**src/rtt_pkg.sv**
```systemverilog
`default_nettype none

package rtt_pkg;

  localparam int unsigned QUEUE_DEPTH = 16;
  localparam int unsigned QIDX_W = (QUEUE_DEPTH > 1) ? $clog2(QUEUE_DEPTH) : 1;
  localparam int unsigned QCNT_W = $clog2(QUEUE_DEPTH + 1);

  localparam int unsigned TIMER_W = 42;
  localparam int unsigned SEQ_W = 32;
  localparam int unsigned RETRY_W = 4;
  localparam int unsigned ADDR_W = 5;
  localparam int unsigned DATA_W = 32;

  localparam logic [19:0] TICK_STEP_RST = 20'd10000;
  localparam logic [23:0] TIMEWAIT_PERIOD_RST = 24'd2000000;
  localparam logic [23:0] RETRANS_INITIAL_RST = 24'd200000;
  localparam logic [3:0] RETRY_LIMIT_RST = 4'd3;
  localparam logic [15:0] SEGMENT_SIZE_RST = 16'd1460;

  localparam logic [RETRY_W-1:0] RETRY_SAT = '1;

  typedef enum logic [2:0] {
    REG_TICK_STEP = 3'd0,
    REG_TIMEWAIT_PERIOD = 3'd1,
    REG_RETRANS_INITIAL = 3'd2,
    REG_RETRY_LIMIT = 3'd3,
    REG_SEGMENT_SIZE = 3'd4
  } reg_idx_t;

  typedef enum logic [2:0] {
    ACT_TICK = 3'd0,
    ACT_ENQUEUE = 3'd1,
    ACT_ARM_TW = 3'd2,
    ACT_ARM_RT = 3'd3,
    ACT_RESTART_RT = 3'd4,
    ACT_DISARM_RT = 3'd5
  } action_t;

  typedef enum logic [1:0] {
    ALU_TIMER,
    ALU_SEQ,
    ALU_SHL
  } alu_op_t;

  typedef struct packed {
    logic [19:0] tick_step;
    logic [23:0] timewait_period;
    logic [23:0] retrans_initial;
    logic [3:0] retry_limit;
    logic [15:0] segment_size;
  } cfg_t;

  typedef struct packed {
    alu_op_t op;
    logic [TIMER_W-1:0] a;
    logic [TIMER_W-1:0] b;
    logic [RETRY_W-1:0] shamt;
  } alu_req_t;

  typedef struct packed {
    logic [TIMER_W-1:0] value;
    logic le;
  } alu_rsp_t;

  typedef struct packed {
    logic we_end;
    logic we_retry;
    logic [QIDX_W-1:0] addr;
    logic [SEQ_W-1:0] end_val;
    logic [RETRY_W-1:0] retry_val;
  } q_wr_t;

  typedef struct packed {
    logic close_now;
    logic retransmit;
    logic [31:0] retx_segment_end;
    logic [3:0] retx_count;
    logic send_reset;
    logic retrans_stopped;
    logic window_cut;
    logic [31:0] new_cwnd;
    logic [31:0] new_ssthresh;
    logic queue_overflow;
  } res_t;

endpackage

`default_nettype wire

```
**src/rtt_if.sv**
```systemverilog
`default_nettype none

interface rtt_cmd_if;
  logic valid;
  logic ready;
  logic [2:0] action;
  logic [31:0] segment_end;
  logic [31:0] ack_point;
  logic [31:0] cwnd_now;

  modport source (output valid, action, segment_end, ack_point, cwnd_now, input ready);
  modport sink (input valid, action, segment_end, ack_point, cwnd_now, output ready);
endinterface

interface rtt_rsp_if;
  logic valid;
  logic ready;
  logic close_now;
  logic retransmit;
  logic [31:0] retx_segment_end;
  logic [3:0] retx_count;
  logic send_reset;
  logic retrans_stopped;
  logic window_cut;
  logic [31:0] new_cwnd;
  logic [31:0] new_ssthresh;
  logic queue_overflow;

  modport source (output valid, close_now, retransmit, retx_segment_end, retx_count,
                  send_reset, retrans_stopped, window_cut, new_cwnd, new_ssthresh,
                  queue_overflow, input ready);
  modport sink (input valid, close_now, retransmit, retx_segment_end, retx_count,
                send_reset, retrans_stopped, window_cut, new_cwnd, new_ssthresh,
                queue_overflow, output ready);
endinterface

`default_nettype wire

```
**src/rtt_alu.sv**
```systemverilog
`default_nettype none

// Shared subtract / compare / shift unit.
module rtt_alu (
  input  wire rtt_pkg::alu_req_t req,
  output rtt_pkg::alu_rsp_t rsp
);

  logic [rtt_pkg::TIMER_W-1:0] diff;
  logic [rtt_pkg::SEQ_W-1:0] seq_diff;

  assign diff = req.a - req.b;
  assign seq_diff = req.a[rtt_pkg::SEQ_W-1:0] - req.b[rtt_pkg::SEQ_W-1:0];

  always_comb begin
    rsp = '0;
    case (req.op)
      rtt_pkg::ALU_TIMER: begin
        rsp.value = diff;
        rsp.le = (req.a <= req.b);
      end
      rtt_pkg::ALU_SEQ: begin
        // wrapping sequence compare: a at or before b
        rsp.value = rtt_pkg::TIMER_W'(seq_diff);
        rsp.le = (seq_diff == '0) || seq_diff[rtt_pkg::SEQ_W-1];
      end
      rtt_pkg::ALU_SHL: begin
        rsp.value = req.a << req.shamt;
        rsp.le = 1'b0;
      end
      default: begin
        rsp = '0;
      end
    endcase
  end

endmodule

`default_nettype wire

```
**src/rtt_queue.sv**
```systemverilog
`default_nettype none

// Pending segment store: end sequence numbers and retry counts.
module rtt_queue (
  input  wire logic clk,
  input  wire rtt_pkg::q_wr_t wr,
  input  wire logic [rtt_pkg::QIDX_W-1:0] rd_addr,
  output logic [rtt_pkg::SEQ_W-1:0] rd_end,
  output logic [rtt_pkg::RETRY_W-1:0] rd_retry
);

  logic [rtt_pkg::SEQ_W-1:0] ends_mem [rtt_pkg::QUEUE_DEPTH];
  logic [rtt_pkg::RETRY_W-1:0] retries_mem [rtt_pkg::QUEUE_DEPTH];

  always_ff @(posedge clk) begin
    if (wr.we_end) begin
      ends_mem[wr.addr] <= wr.end_val;
    end
    if (wr.we_retry) begin
      retries_mem[wr.addr] <= wr.retry_val;
    end
    rd_end <= ends_mem[rd_addr];
    rd_retry <= retries_mem[rd_addr];
  end

endmodule

`default_nettype wire

```
**src/rtt_regs.sv**
```systemverilog
`default_nettype none

// APB configuration registers.
module rtt_regs (
  input  wire logic clk,
  input  wire logic rst,
  input  wire logic psel,
  input  wire logic penable,
  input  wire logic pwrite,
  input  wire logic [rtt_pkg::ADDR_W-1:0] paddr,
  input  wire logic [rtt_pkg::DATA_W-1:0] pwdata,
  output logic [rtt_pkg::DATA_W-1:0] prdata,
  output logic pready,
  output rtt_pkg::cfg_t cfg
);

  rtt_pkg::reg_idx_t idx;
  logic wr_en;

  assign idx = rtt_pkg::reg_idx_t'(paddr[rtt_pkg::ADDR_W-1:2]);
  assign wr_en = psel && penable && pwrite;
  assign pready = 1'b1;

  always_ff @(posedge clk) begin
    if (rst) begin
      cfg.tick_step <= rtt_pkg::TICK_STEP_RST;
      cfg.timewait_period <= rtt_pkg::TIMEWAIT_PERIOD_RST;
      cfg.retrans_initial <= rtt_pkg::RETRANS_INITIAL_RST;
      cfg.retry_limit <= rtt_pkg::RETRY_LIMIT_RST;
      cfg.segment_size <= rtt_pkg::SEGMENT_SIZE_RST;
    end else if (wr_en) begin
      case (idx)
        rtt_pkg::REG_TICK_STEP: cfg.tick_step <= pwdata[19:0];
        rtt_pkg::REG_TIMEWAIT_PERIOD: cfg.timewait_period <= pwdata[23:0];
        rtt_pkg::REG_RETRANS_INITIAL: cfg.retrans_initial <= pwdata[23:0];
        rtt_pkg::REG_RETRY_LIMIT: cfg.retry_limit <= pwdata[3:0];
        rtt_pkg::REG_SEGMENT_SIZE: cfg.segment_size <= pwdata[15:0];
        default: begin
        end
      endcase
    end
  end

  always_comb begin
    case (idx)
      rtt_pkg::REG_TICK_STEP: prdata = rtt_pkg::DATA_W'(cfg.tick_step);
      rtt_pkg::REG_TIMEWAIT_PERIOD: prdata = rtt_pkg::DATA_W'(cfg.timewait_period);
      rtt_pkg::REG_RETRANS_INITIAL: prdata = rtt_pkg::DATA_W'(cfg.retrans_initial);
      rtt_pkg::REG_RETRY_LIMIT: prdata = rtt_pkg::DATA_W'(cfg.retry_limit);
      rtt_pkg::REG_SEGMENT_SIZE: prdata = rtt_pkg::DATA_W'(cfg.segment_size);
      default: prdata = '0;
    endcase
  end

endmodule

`default_nettype wire

```
**src/tcp_retrans_timewait_timer_top.sv**
```systemverilog
// An item is taken in S_IDLE and runs S_EXEC, then S_DONE; a tick also passes S_RT, and a
// firing retransmission timer adds S_PWAIT and S_PCMP for each head examined, then S_RETRY
// unless the queue empties. One item at a time: ready again the cycle after its result is
// loaded into the output register, which waits while that register holds an untaken result.
// Reset (synchronous, rst high): timers disarmed and zeroed, queue empty, registers at
// defaults, no result pending; queue contents kept.
`default_nettype none

module tcp_retrans_timewait_timer_top (
  input  wire logic clk,
  input  wire logic rst,
  rtt_cmd_if.sink cmd,
  rtt_rsp_if.source rsp,
  input  wire logic psel,
  input  wire logic penable,
  input  wire logic pwrite,
  input  wire logic [rtt_pkg::ADDR_W-1:0] paddr,
  input  wire logic [rtt_pkg::DATA_W-1:0] pwdata,
  output logic [rtt_pkg::DATA_W-1:0] prdata,
  output logic pready
);

  // Sequencer steps:
  //   S_IDLE  wait for an item
  //   S_EXEC  run non-tick actions; on a tick lower the time-wait timer
  //   S_RT    lower the retransmission timer
  //   S_PWAIT wait for the head entry to come out of the queue memory
  //   S_PCMP  stop the timer on an empty queue; else compare the head against the ack point, drop it if acknowledged
  //   S_RETRY reset or retransmit the head and back off the timeout
  //   S_DONE  hand the result to the output register
  typedef enum logic [2:0] {
    S_IDLE,
    S_EXEC,
    S_RT,
    S_PWAIT,
    S_PCMP,
    S_RETRY,
    S_DONE
  } state_t;

  state_t state;

  rtt_pkg::cfg_t cfg;
  rtt_pkg::alu_req_t alu_req;
  rtt_pkg::alu_rsp_t alu_rsp;
  rtt_pkg::q_wr_t q_wr;

  // latched item
  rtt_pkg::action_t act;
  logic [31:0] seg_end;
  logic [31:0] ack;
  logic [31:0] cwnd;

  // timer and queue state
  logic [rtt_pkg::TIMER_W-1:0] timewait_left;
  logic timewait_armed;
  logic [rtt_pkg::TIMER_W-1:0] retrans_left;
  logic retrans_armed;
  logic [rtt_pkg::QIDX_W-1:0] queue_head;
  logic [rtt_pkg::QCNT_W-1:0] queue_count;

  logic [rtt_pkg::SEQ_W-1:0] rd_end;
  logic [rtt_pkg::RETRY_W-1:0] rd_retry;

  rtt_pkg::res_t res;
  rtt_pkg::res_t out_res;
  logic out_valid;

  logic queue_full;
  logic [rtt_pkg::QIDX_W:0] tail_sum;
  logic [rtt_pkg::QIDX_W-1:0] tail;
  logic [rtt_pkg::QIDX_W-1:0] head_next;
  logic over_limit;
  logic [rtt_pkg::RETRY_W-1:0] tries_next;

  rtt_regs u_regs (
    .clk(clk),
    .rst(rst),
    .psel(psel),
    .penable(penable),
    .pwrite(pwrite),
    .paddr(paddr),
    .pwdata(pwdata),
    .prdata(prdata),
    .pready(pready),
    .cfg(cfg)
  );

  rtt_alu u_alu (
    .req(alu_req),
    .rsp(alu_rsp)
  );

  rtt_queue u_queue (
    .clk(clk),
    .wr(q_wr),
    .rd_addr(queue_head),
    .rd_end(rd_end),
    .rd_retry(rd_retry)
  );

  assign queue_full = (queue_count >= rtt_pkg::QCNT_W'(rtt_pkg::QUEUE_DEPTH));

  // Tail slot: head plus count, wrapped once around the ring.
  assign tail_sum = (rtt_pkg::QIDX_W+1)'(queue_head) + (rtt_pkg::QIDX_W+1)'(queue_count);
  assign tail = (tail_sum >= (rtt_pkg::QIDX_W+1)'(rtt_pkg::QUEUE_DEPTH)) ?
                rtt_pkg::QIDX_W'(tail_sum - (rtt_pkg::QIDX_W+1)'(rtt_pkg::QUEUE_DEPTH)) :
                rtt_pkg::QIDX_W'(tail_sum);

  assign head_next = (queue_head == rtt_pkg::QIDX_W'(rtt_pkg::QUEUE_DEPTH - 1)) ?
                     '0 : queue_head + 1'b1;

  // A saturated count is over the limit whatever the limit says.
  assign over_limit = (rd_retry > cfg.retry_limit) || (rd_retry == rtt_pkg::RETRY_SAT);
  assign tries_next = rd_retry + 1'b1;

  // Route operands into the shared ALU for the current step.
  always_comb begin
    alu_req = '0;
    alu_req.op = rtt_pkg::ALU_TIMER;
    case (state)
      S_EXEC: begin
        alu_req.a = timewait_left;
        alu_req.b = rtt_pkg::TIMER_W'(cfg.tick_step);
      end
      S_RT: begin
        alu_req.a = retrans_left;
        alu_req.b = rtt_pkg::TIMER_W'(cfg.tick_step);
      end
      S_PCMP: begin
        alu_req.op = rtt_pkg::ALU_SEQ;
        alu_req.a = rtt_pkg::TIMER_W'(rd_end);
        alu_req.b = rtt_pkg::TIMER_W'(ack);
      end
      S_RETRY: begin
        alu_req.op = rtt_pkg::ALU_SHL;
        alu_req.a = rtt_pkg::TIMER_W'(cfg.retrans_initial);
        alu_req.shamt = tries_next;
      end
      default: begin
      end
    endcase
  end

  // Queue writes: new entry at the tail, bumped retry count at the head.
  always_comb begin
    q_wr = '0;
    if (state == S_EXEC && act == rtt_pkg::ACT_ENQUEUE && !queue_full) begin
      q_wr.we_end = 1'b1;
      q_wr.we_retry = 1'b1;
      q_wr.addr = tail;
      q_wr.end_val = seg_end;
      q_wr.retry_val = '0;
    end else if (state == S_RETRY && !over_limit) begin
      q_wr.we_retry = 1'b1;
      q_wr.addr = queue_head;
      q_wr.retry_val = tries_next;
    end
  end

  assign cmd.ready = (state == S_IDLE);

  always_ff @(posedge clk) begin
    if (rst) begin
      state <= S_IDLE;
      timewait_left <= '0;
      timewait_armed <= 1'b0;
      retrans_left <= '0;
      retrans_armed <= 1'b0;
      queue_head <= '0;
      queue_count <= '0;
      out_valid <= 1'b0;
    end else begin
      // S_DONE reloads the output register itself
      if (out_valid && rsp.ready && state != S_DONE) begin
        out_valid <= 1'b0;
      end
      case (state)
        S_IDLE: begin
          if (cmd.valid) begin
            act <= rtt_pkg::action_t'(cmd.action);
            seg_end <= cmd.segment_end;
            ack <= cmd.ack_point;
            cwnd <= cmd.cwnd_now;
            res <= '0;
            state <= S_EXEC;
          end
        end
        S_EXEC: begin
          state <= (act == rtt_pkg::ACT_TICK) ? S_RT : S_DONE;
          case (act)
            rtt_pkg::ACT_TICK: begin
              if (timewait_armed) begin
                if (alu_rsp.le) begin
                  timewait_left <= '0;
                  timewait_armed <= 1'b0;
                  res.close_now <= 1'b1;
                end else begin
                  timewait_left <= alu_rsp.value;
                end
              end
            end
            rtt_pkg::ACT_ENQUEUE: begin
              if (queue_full) begin
                res.queue_overflow <= 1'b1;
              end else begin
                queue_count <= queue_count + 1'b1;
              end
            end
            rtt_pkg::ACT_ARM_TW: begin
              timewait_left <= rtt_pkg::TIMER_W'(cfg.timewait_period);
              timewait_armed <= 1'b1;
            end
            rtt_pkg::ACT_ARM_RT: begin
              if (!retrans_armed) begin
                retrans_armed <= 1'b1;
                retrans_left <= rtt_pkg::TIMER_W'(cfg.retrans_initial);
              end
            end
            rtt_pkg::ACT_RESTART_RT: begin
              if (retrans_armed) begin
                retrans_left <= rtt_pkg::TIMER_W'(cfg.retrans_initial);
              end
            end
            rtt_pkg::ACT_DISARM_RT: begin
              if (retrans_armed) begin
                retrans_armed <= 1'b0;
                res.retrans_stopped <= 1'b1;
              end
            end
            default: begin
            end
          endcase
        end
        S_RT: begin
          if (retrans_armed && alu_rsp.le) begin
            retrans_left <= '0;
            state <= S_PWAIT;
          end else begin
            if (retrans_armed) begin
              retrans_left <= alu_rsp.value;
            end
            state <= S_DONE;
          end
        end
        S_PWAIT: begin
          state <= S_PCMP;
        end
        S_PCMP: begin
          if (queue_count == '0) begin
            // nothing left to resend: stop the timer
            retrans_armed <= 1'b0;
            res.retrans_stopped <= 1'b1;
            state <= S_DONE;
          end else if (alu_rsp.le) begin
            // head acknowledged: drop it and fetch the next one
            queue_head <= head_next;
            queue_count <= queue_count - 1'b1;
            state <= S_PWAIT;
          end else begin
            state <= S_RETRY;
          end
        end
        S_RETRY: begin
          if (over_limit) begin
            res.send_reset <= 1'b1;
            res.retrans_stopped <= 1'b1;
            retrans_armed <= 1'b0;
          end else begin
            retrans_left <= alu_rsp.value;
            res.retransmit <= 1'b1;
            res.retx_segment_end <= rd_end;
            res.retx_count <= tries_next;
            res.window_cut <= 1'b1;
            res.new_cwnd <= 32'(cfg.segment_size);
            res.new_ssthresh <= {1'b0, cwnd[31:1]};
          end
          state <= S_DONE;
        end
        S_DONE: begin
          // hold until the output register is free
          if (!out_valid || rsp.ready) begin
            out_res <= res;
            out_valid <= 1'b1;
            state <= S_IDLE;
          end
        end
        default: begin
          state <= S_IDLE;
        end
      endcase
    end
  end

  assign rsp.valid = out_valid;
  assign rsp.close_now = out_res.close_now;
  assign rsp.retransmit = out_res.retransmit;
  assign rsp.retx_segment_end = out_res.retx_segment_end;
  assign rsp.retx_count = out_res.retx_count;
  assign rsp.send_reset = out_res.send_reset;
  assign rsp.retrans_stopped = out_res.retrans_stopped;
  assign rsp.window_cut = out_res.window_cut;
  assign rsp.new_cwnd = out_res.new_cwnd;
  assign rsp.new_ssthresh = out_res.new_ssthresh;
  assign rsp.queue_overflow = out_res.queue_overflow;

endmodule

`default_nettype wire

```
**src/flat_wrapper.sv**
```systemverilog
// flat-port wrapper written by rule: the top's interface ports become plain ports
module tcp_retrans_timewait_timer_top_flat 
  (clk, rst, psel, penable, pwrite, paddr, pwdata, prdata, pready, cmd_valid, cmd_action, cmd_segment_end, cmd_ack_point, cmd_cwnd_now, cmd_ready, rsp_valid, rsp_close_now, rsp_retransmit, rsp_retx_segment_end, rsp_retx_count, rsp_send_reset, rsp_retrans_stopped, rsp_window_cut, rsp_new_cwnd, rsp_new_ssthresh, rsp_queue_overflow, rsp_ready);
  rtt_cmd_if cmd_i ();
  rtt_rsp_if rsp_i ();
  input  wire logic clk;
  input  wire logic rst;
  input  wire logic psel;
  input  wire logic penable;
  input  wire logic pwrite;
  input  wire logic [rtt_pkg::ADDR_W-1:0] paddr;
  input  wire logic [rtt_pkg::DATA_W-1:0] pwdata;
  output logic [rtt_pkg::DATA_W-1:0] prdata;
  output logic pready;
  input wire logic [$bits(cmd_i.valid)-1:0] cmd_valid;
  input wire logic [$bits(cmd_i.action)-1:0] cmd_action;
  input wire logic [$bits(cmd_i.segment_end)-1:0] cmd_segment_end;
  input wire logic [$bits(cmd_i.ack_point)-1:0] cmd_ack_point;
  input wire logic [$bits(cmd_i.cwnd_now)-1:0] cmd_cwnd_now;
  output wire logic [$bits(cmd_i.ready)-1:0] cmd_ready;
  output wire logic [$bits(rsp_i.valid)-1:0] rsp_valid;
  output wire logic [$bits(rsp_i.close_now)-1:0] rsp_close_now;
  output wire logic [$bits(rsp_i.retransmit)-1:0] rsp_retransmit;
  output wire logic [$bits(rsp_i.retx_segment_end)-1:0] rsp_retx_segment_end;
  output wire logic [$bits(rsp_i.retx_count)-1:0] rsp_retx_count;
  output wire logic [$bits(rsp_i.send_reset)-1:0] rsp_send_reset;
  output wire logic [$bits(rsp_i.retrans_stopped)-1:0] rsp_retrans_stopped;
  output wire logic [$bits(rsp_i.window_cut)-1:0] rsp_window_cut;
  output wire logic [$bits(rsp_i.new_cwnd)-1:0] rsp_new_cwnd;
  output wire logic [$bits(rsp_i.new_ssthresh)-1:0] rsp_new_ssthresh;
  output wire logic [$bits(rsp_i.queue_overflow)-1:0] rsp_queue_overflow;
  input wire logic [$bits(rsp_i.ready)-1:0] rsp_ready;
  assign cmd_i.valid = cmd_valid;
  assign cmd_i.action = cmd_action;
  assign cmd_i.segment_end = cmd_segment_end;
  assign cmd_i.ack_point = cmd_ack_point;
  assign cmd_i.cwnd_now = cmd_cwnd_now;
  assign cmd_ready = cmd_i.ready;
  assign rsp_valid = rsp_i.valid;
  assign rsp_close_now = rsp_i.close_now;
  assign rsp_retransmit = rsp_i.retransmit;
  assign rsp_retx_segment_end = rsp_i.retx_segment_end;
  assign rsp_retx_count = rsp_i.retx_count;
  assign rsp_send_reset = rsp_i.send_reset;
  assign rsp_retrans_stopped = rsp_i.retrans_stopped;
  assign rsp_window_cut = rsp_i.window_cut;
  assign rsp_new_cwnd = rsp_i.new_cwnd;
  assign rsp_new_ssthresh = rsp_i.new_ssthresh;
  assign rsp_queue_overflow = rsp_i.queue_overflow;
  assign rsp_i.ready = rsp_ready;
  tcp_retrans_timewait_timer_top u_core (.clk(clk), .rst(rst), .cmd(cmd_i), .rsp(rsp_i), .psel(psel), .penable(penable), .pwrite(pwrite), .paddr(paddr), .pwdata(pwdata), .prdata(prdata), .pready(pready));
endmodule
```
**config.mk**
```make
export PLATFORM = sky130hd
export DESIGN_NAME = tcp_retrans_timewait_timer_top_flat
export DESIGN_NICKNAME = d
export VERILOG_FILES = /design/src/rtt_pkg.sv /design/src/rtt_if.sv /design/src/rtt_alu.sv /design/src/rtt_queue.sv /design/src/rtt_regs.sv /design/src/tcp_retrans_timewait_timer_top.sv /design/src/flat_wrapper.sv
export SDC_FILE = /design/constraint.sdc
export NUM_CORES = 1
export LEC_CHECK = 0
export BUFFER_PORTS_ARGS = -buffer_cell sky130_fd_sc_hd__buf_4
export CAP_MARGIN = 15
export CORE_MARGIN = 3
export CORE_UTILIZATION = 60
export CTS_BUF_LIST = sky130_fd_sc_hd__clkbuf_4 sky130_fd_sc_hd__clkbuf_8
export DETAILED_ROUTE_END_ITERATION = 16
export PLACE_DENSITY_LB_ADDON = 0.1
export RECOVER_POWER = 50
export SLEW_MARGIN = 20
export SYNTH_ARGS = -nofsm -noshare
export SYNTH_HDL_FRONTEND = slang
export SYNTH_SLANG_ARGS = --single-unit
```
**constraint.sdc**
```tcl
create_clock -name clk -period 12.2 [get_ports clk]
set_input_delay 1.22 -clock clk [delete_from_list [all_inputs] [get_ports clk]]
set_output_delay 1.22 -clock clk [all_outputs]
set_load 0.05 [all_outputs]
```
==> results.tsv <==
metric	value	unit
power.density	207	mW/mm^2
die-area	0.0795	mm^2
instances_no_fill	4604	
finalSetupTns	0	ns
startpoint_type	register	
yosysTopAreaCellShare	55.8	%
yosys.area.top_type	edfxtp_1	
ys_async_sr_fraction	0	%
area_growth_syn_to_layout	12.8	%
max_cap_viol_count	12	
final_nets	3679	
synth_seq_cells	1073	
cp_cell_sequence	clkbuf_1 > nor2b_1 > nand2_1 > inv_1 > or2_2 > a22oi_1 > ha_1 > a21oi_1 > o21ai_0 > o21ai_0 > nand2_1 > nor4_1 > nor3_1 > nor4_1 > nand4b_1 > a21oi_1 > mux2_2	
antenna_left	0	
crit_fanout	69	
antenna_found_initial	10	
finalCritPeriodShare	81.0	%
cts.clk_slew.worst_paths	0.06	ns
seq_area_frac_synth	65.6	%
setup_viol_count_final	0	
dp_hpwl	80900	um
drive_gt1_share	20.7	%
dp.cells	4287	
crit_arrival	10.58	ns
path_depth	17	
synth-edff-count	850	
first_pass_iters	7	
cts_inserted_buffers	166	
critical_path_class	register to register	
grt_overflow	0	
cts_hold_buf	0	
clock_latency	0.85	ns
power.leakage	16.8	nW
layout_commonest_cell	edfxtp_1	
crit_family	simple AND/OR/NAND/NOR gates	
postCtsSetupRepairBufs	0	
h-tree-depth	4	
final_util	68.8	%
clock_path_buffers	3	
gp_congestion	0.964	
cts_tree	yes	
worst-r2r-setup-slack	2.31	ns
hold_viol	0	
max_stage_delay	2.38	ns
fin_worst_skew	0.0600	ns
rsz0062_at_grt	no	
drt_iter0_drc	3515	
drc	0	
netlist_area	0.0457	mm^2
cp-end-kind	register	
fillers	5190	
critPathRequiredTime	12.90	ns
synth_area_per_cell	14.2	um^2
rows	100	
violations	max-capacitance violations, max-slew violations	
critPathBufInv	2	
ir_worst_vdd	0.160	mV
vias	29800	
min_path_cells	0	
clkSinkCount	1073	
core	0.0749	mm^2
wire_per_inst	27.7	um
yosys-top-cells-area	edfxtp_1 (56%), mux4_2 (9.9%), dfxtp_1 (9.8%), nand2_1 (2.8%), a21oi_1 (2.0%)	
die_w	282	um
initial_core_util	61.0	%
ys.warnings.count	0	
grt_pass1_wl	187000	um
cts_resized	0	
whs	0.409	ns
grtUsageTotal	32.2	%
grt_max_degree	77	
die_y	282	um
yosys_most_used_dff	edfxtp_1	
most-common-layout-cells	edfxtp_1 (850), nand2_1 (345), dfxtp_1 (218), mux4_2 (201), nor2_1 (194)	
syn_inst	3228	
drt_wl_total	127000	um
crit_slowest_cell	clkbuf_1	
ys_types	92	
max_freq	101	MHz
finalPower	0.0107	W
slew_viol_final	543	
via_per_inst	6.48	
cts_root_buffer	clkbuf_8	
status	finished with violations	
ios	284	
max_slew_margin	-179	%
r2r_cells	17	
worst_slew_pin_slew	4.18	ns
numPortBuffers	246	
hp-class	register to register	
final.min_clock_period	9.89	ns
grt_pass1_vias	29100	
-- flip-flops by register name (all words and copies together), names as in the netlist, 42 cells and up --
register and cells:
u_core.u_regs.cfg 88, u_core.res 88, u_core.timewait_left 42, u_core.u_queue.ends_mem 512, u_core.u_queue.retries_mem 64, u_core.retrans_left 42
-- area by class of cell --
class	instances	area [um^2]	share of cell area (%)
antenna	2	5.00	0.00971
clock buffer	252	3020	5.87
clock inverter	61	517	1.00
sequential	1073	30000	58.2
tap	969	1210	2.35
timing repair buffer	308	1890	3.67
inverter	41	155	0.301
multi-input combinational	1898	14700	28.6
-- through the flow --
| step | area [um^2] | worst slack (ns) |
|---|---|---|
| 2_1_floorplan | 45800 | 3.46 |
| 3_3_place_gp | 48400 | 4.60 |
| 3_5_place_dp | 48400 | 4.48 |
| 4_1_cts | 52000 | 4.43 |
| 5_1_grt | 51600 | 2.13 |
| 6_report | 51600 | 2.31 |
-- routing by layer --
metal / GRT usage [%] / wire length (um) / vias up
li1: - / - / 12900
met1: 43.7 / 48800 / 14900
met2: 50.0 / 59900 / 1627
met3: 6.87 / 12000 / 327
met4: 16.0 / 6640 / 8
met5: 0 / 53 / -
-- cell families (layout without fill, tap and decap cells) --
logic type | after synthesis | in the layout | synth area share [%]
flops | 1073 | 1073 | 65.6
simple gates | 942 | 942 | 10.0
compound gates | 581 | 581 | 8.25
buf+inv | 281 | 662 | 2.68
mux | 267 | 267 | 11.4
fa+ha+maj | 48 | 48 | 1.36
xor+xnor | 34 | 34 | 0.652
other cells | 2 | 28 | 0.0164
-- synthesized netlist by cell type (6+ instances only) --
cell and number:
a211o_1 6, a211oi_1 36, a21boi_0 6, a21o_1 11, a21oi_1 179, a22o_1 24, a22oi_1 59, a31oi_1 32
and2_1 119, buf_1 22, buf_2 15, buf_4 32, clkbuf_1 166, dfxtp_1 223, edfxtp_1 850, ha_1 45
inv_1 35, mux2_2 12, mux2i_1 53, mux4_2 201, nand2_1 345, nand2b_1 12, nand3_1 55, nand3b_1 32
nand4_1 19, nor2_1 208, nor2b_1 15, nor3_1 52, nor4_1 7, nor4bb_1 24, o211ai_1 11, o21a_1 19
o21ai_0 105, o21ai_1 7, o22ai_1 16, or2_2 11, or3_1 11, xnor2_1 20, xor2_1 14
-- where the power goes --
| group | leakage, nW | switching [W] | internal (W) | total (W) |
|---|---|---|---|---|
| clock network | 1.89 | 0.00145 | 0.00168 | 0.00313 |
| logic | 5.84 | 0.00229 | 0.00109 | 0.00338 |
| registers | 9.09 | 0.0000715 | 0.00411 | 0.00418 |
| total | 16.8 | 0.00381 | 0.00688 | 0.0107 |
-- worst paths after layout --
| check | start | end |
|---|---|---|
| worst max-delay path | u_core.state[0] | u_core.queue_head[2] |
| worst min-delay path | u_core.res[45] | u_core.rsp.new_cwnd[12] |
| worst max register to register | u_core.state[0] | u_core.queue_head[2] |
| worst min register to register | u_core.res[45] | u_core.rsp.new_cwnd[12] |
No activity file was read; power rests on OpenSTA's default activity.
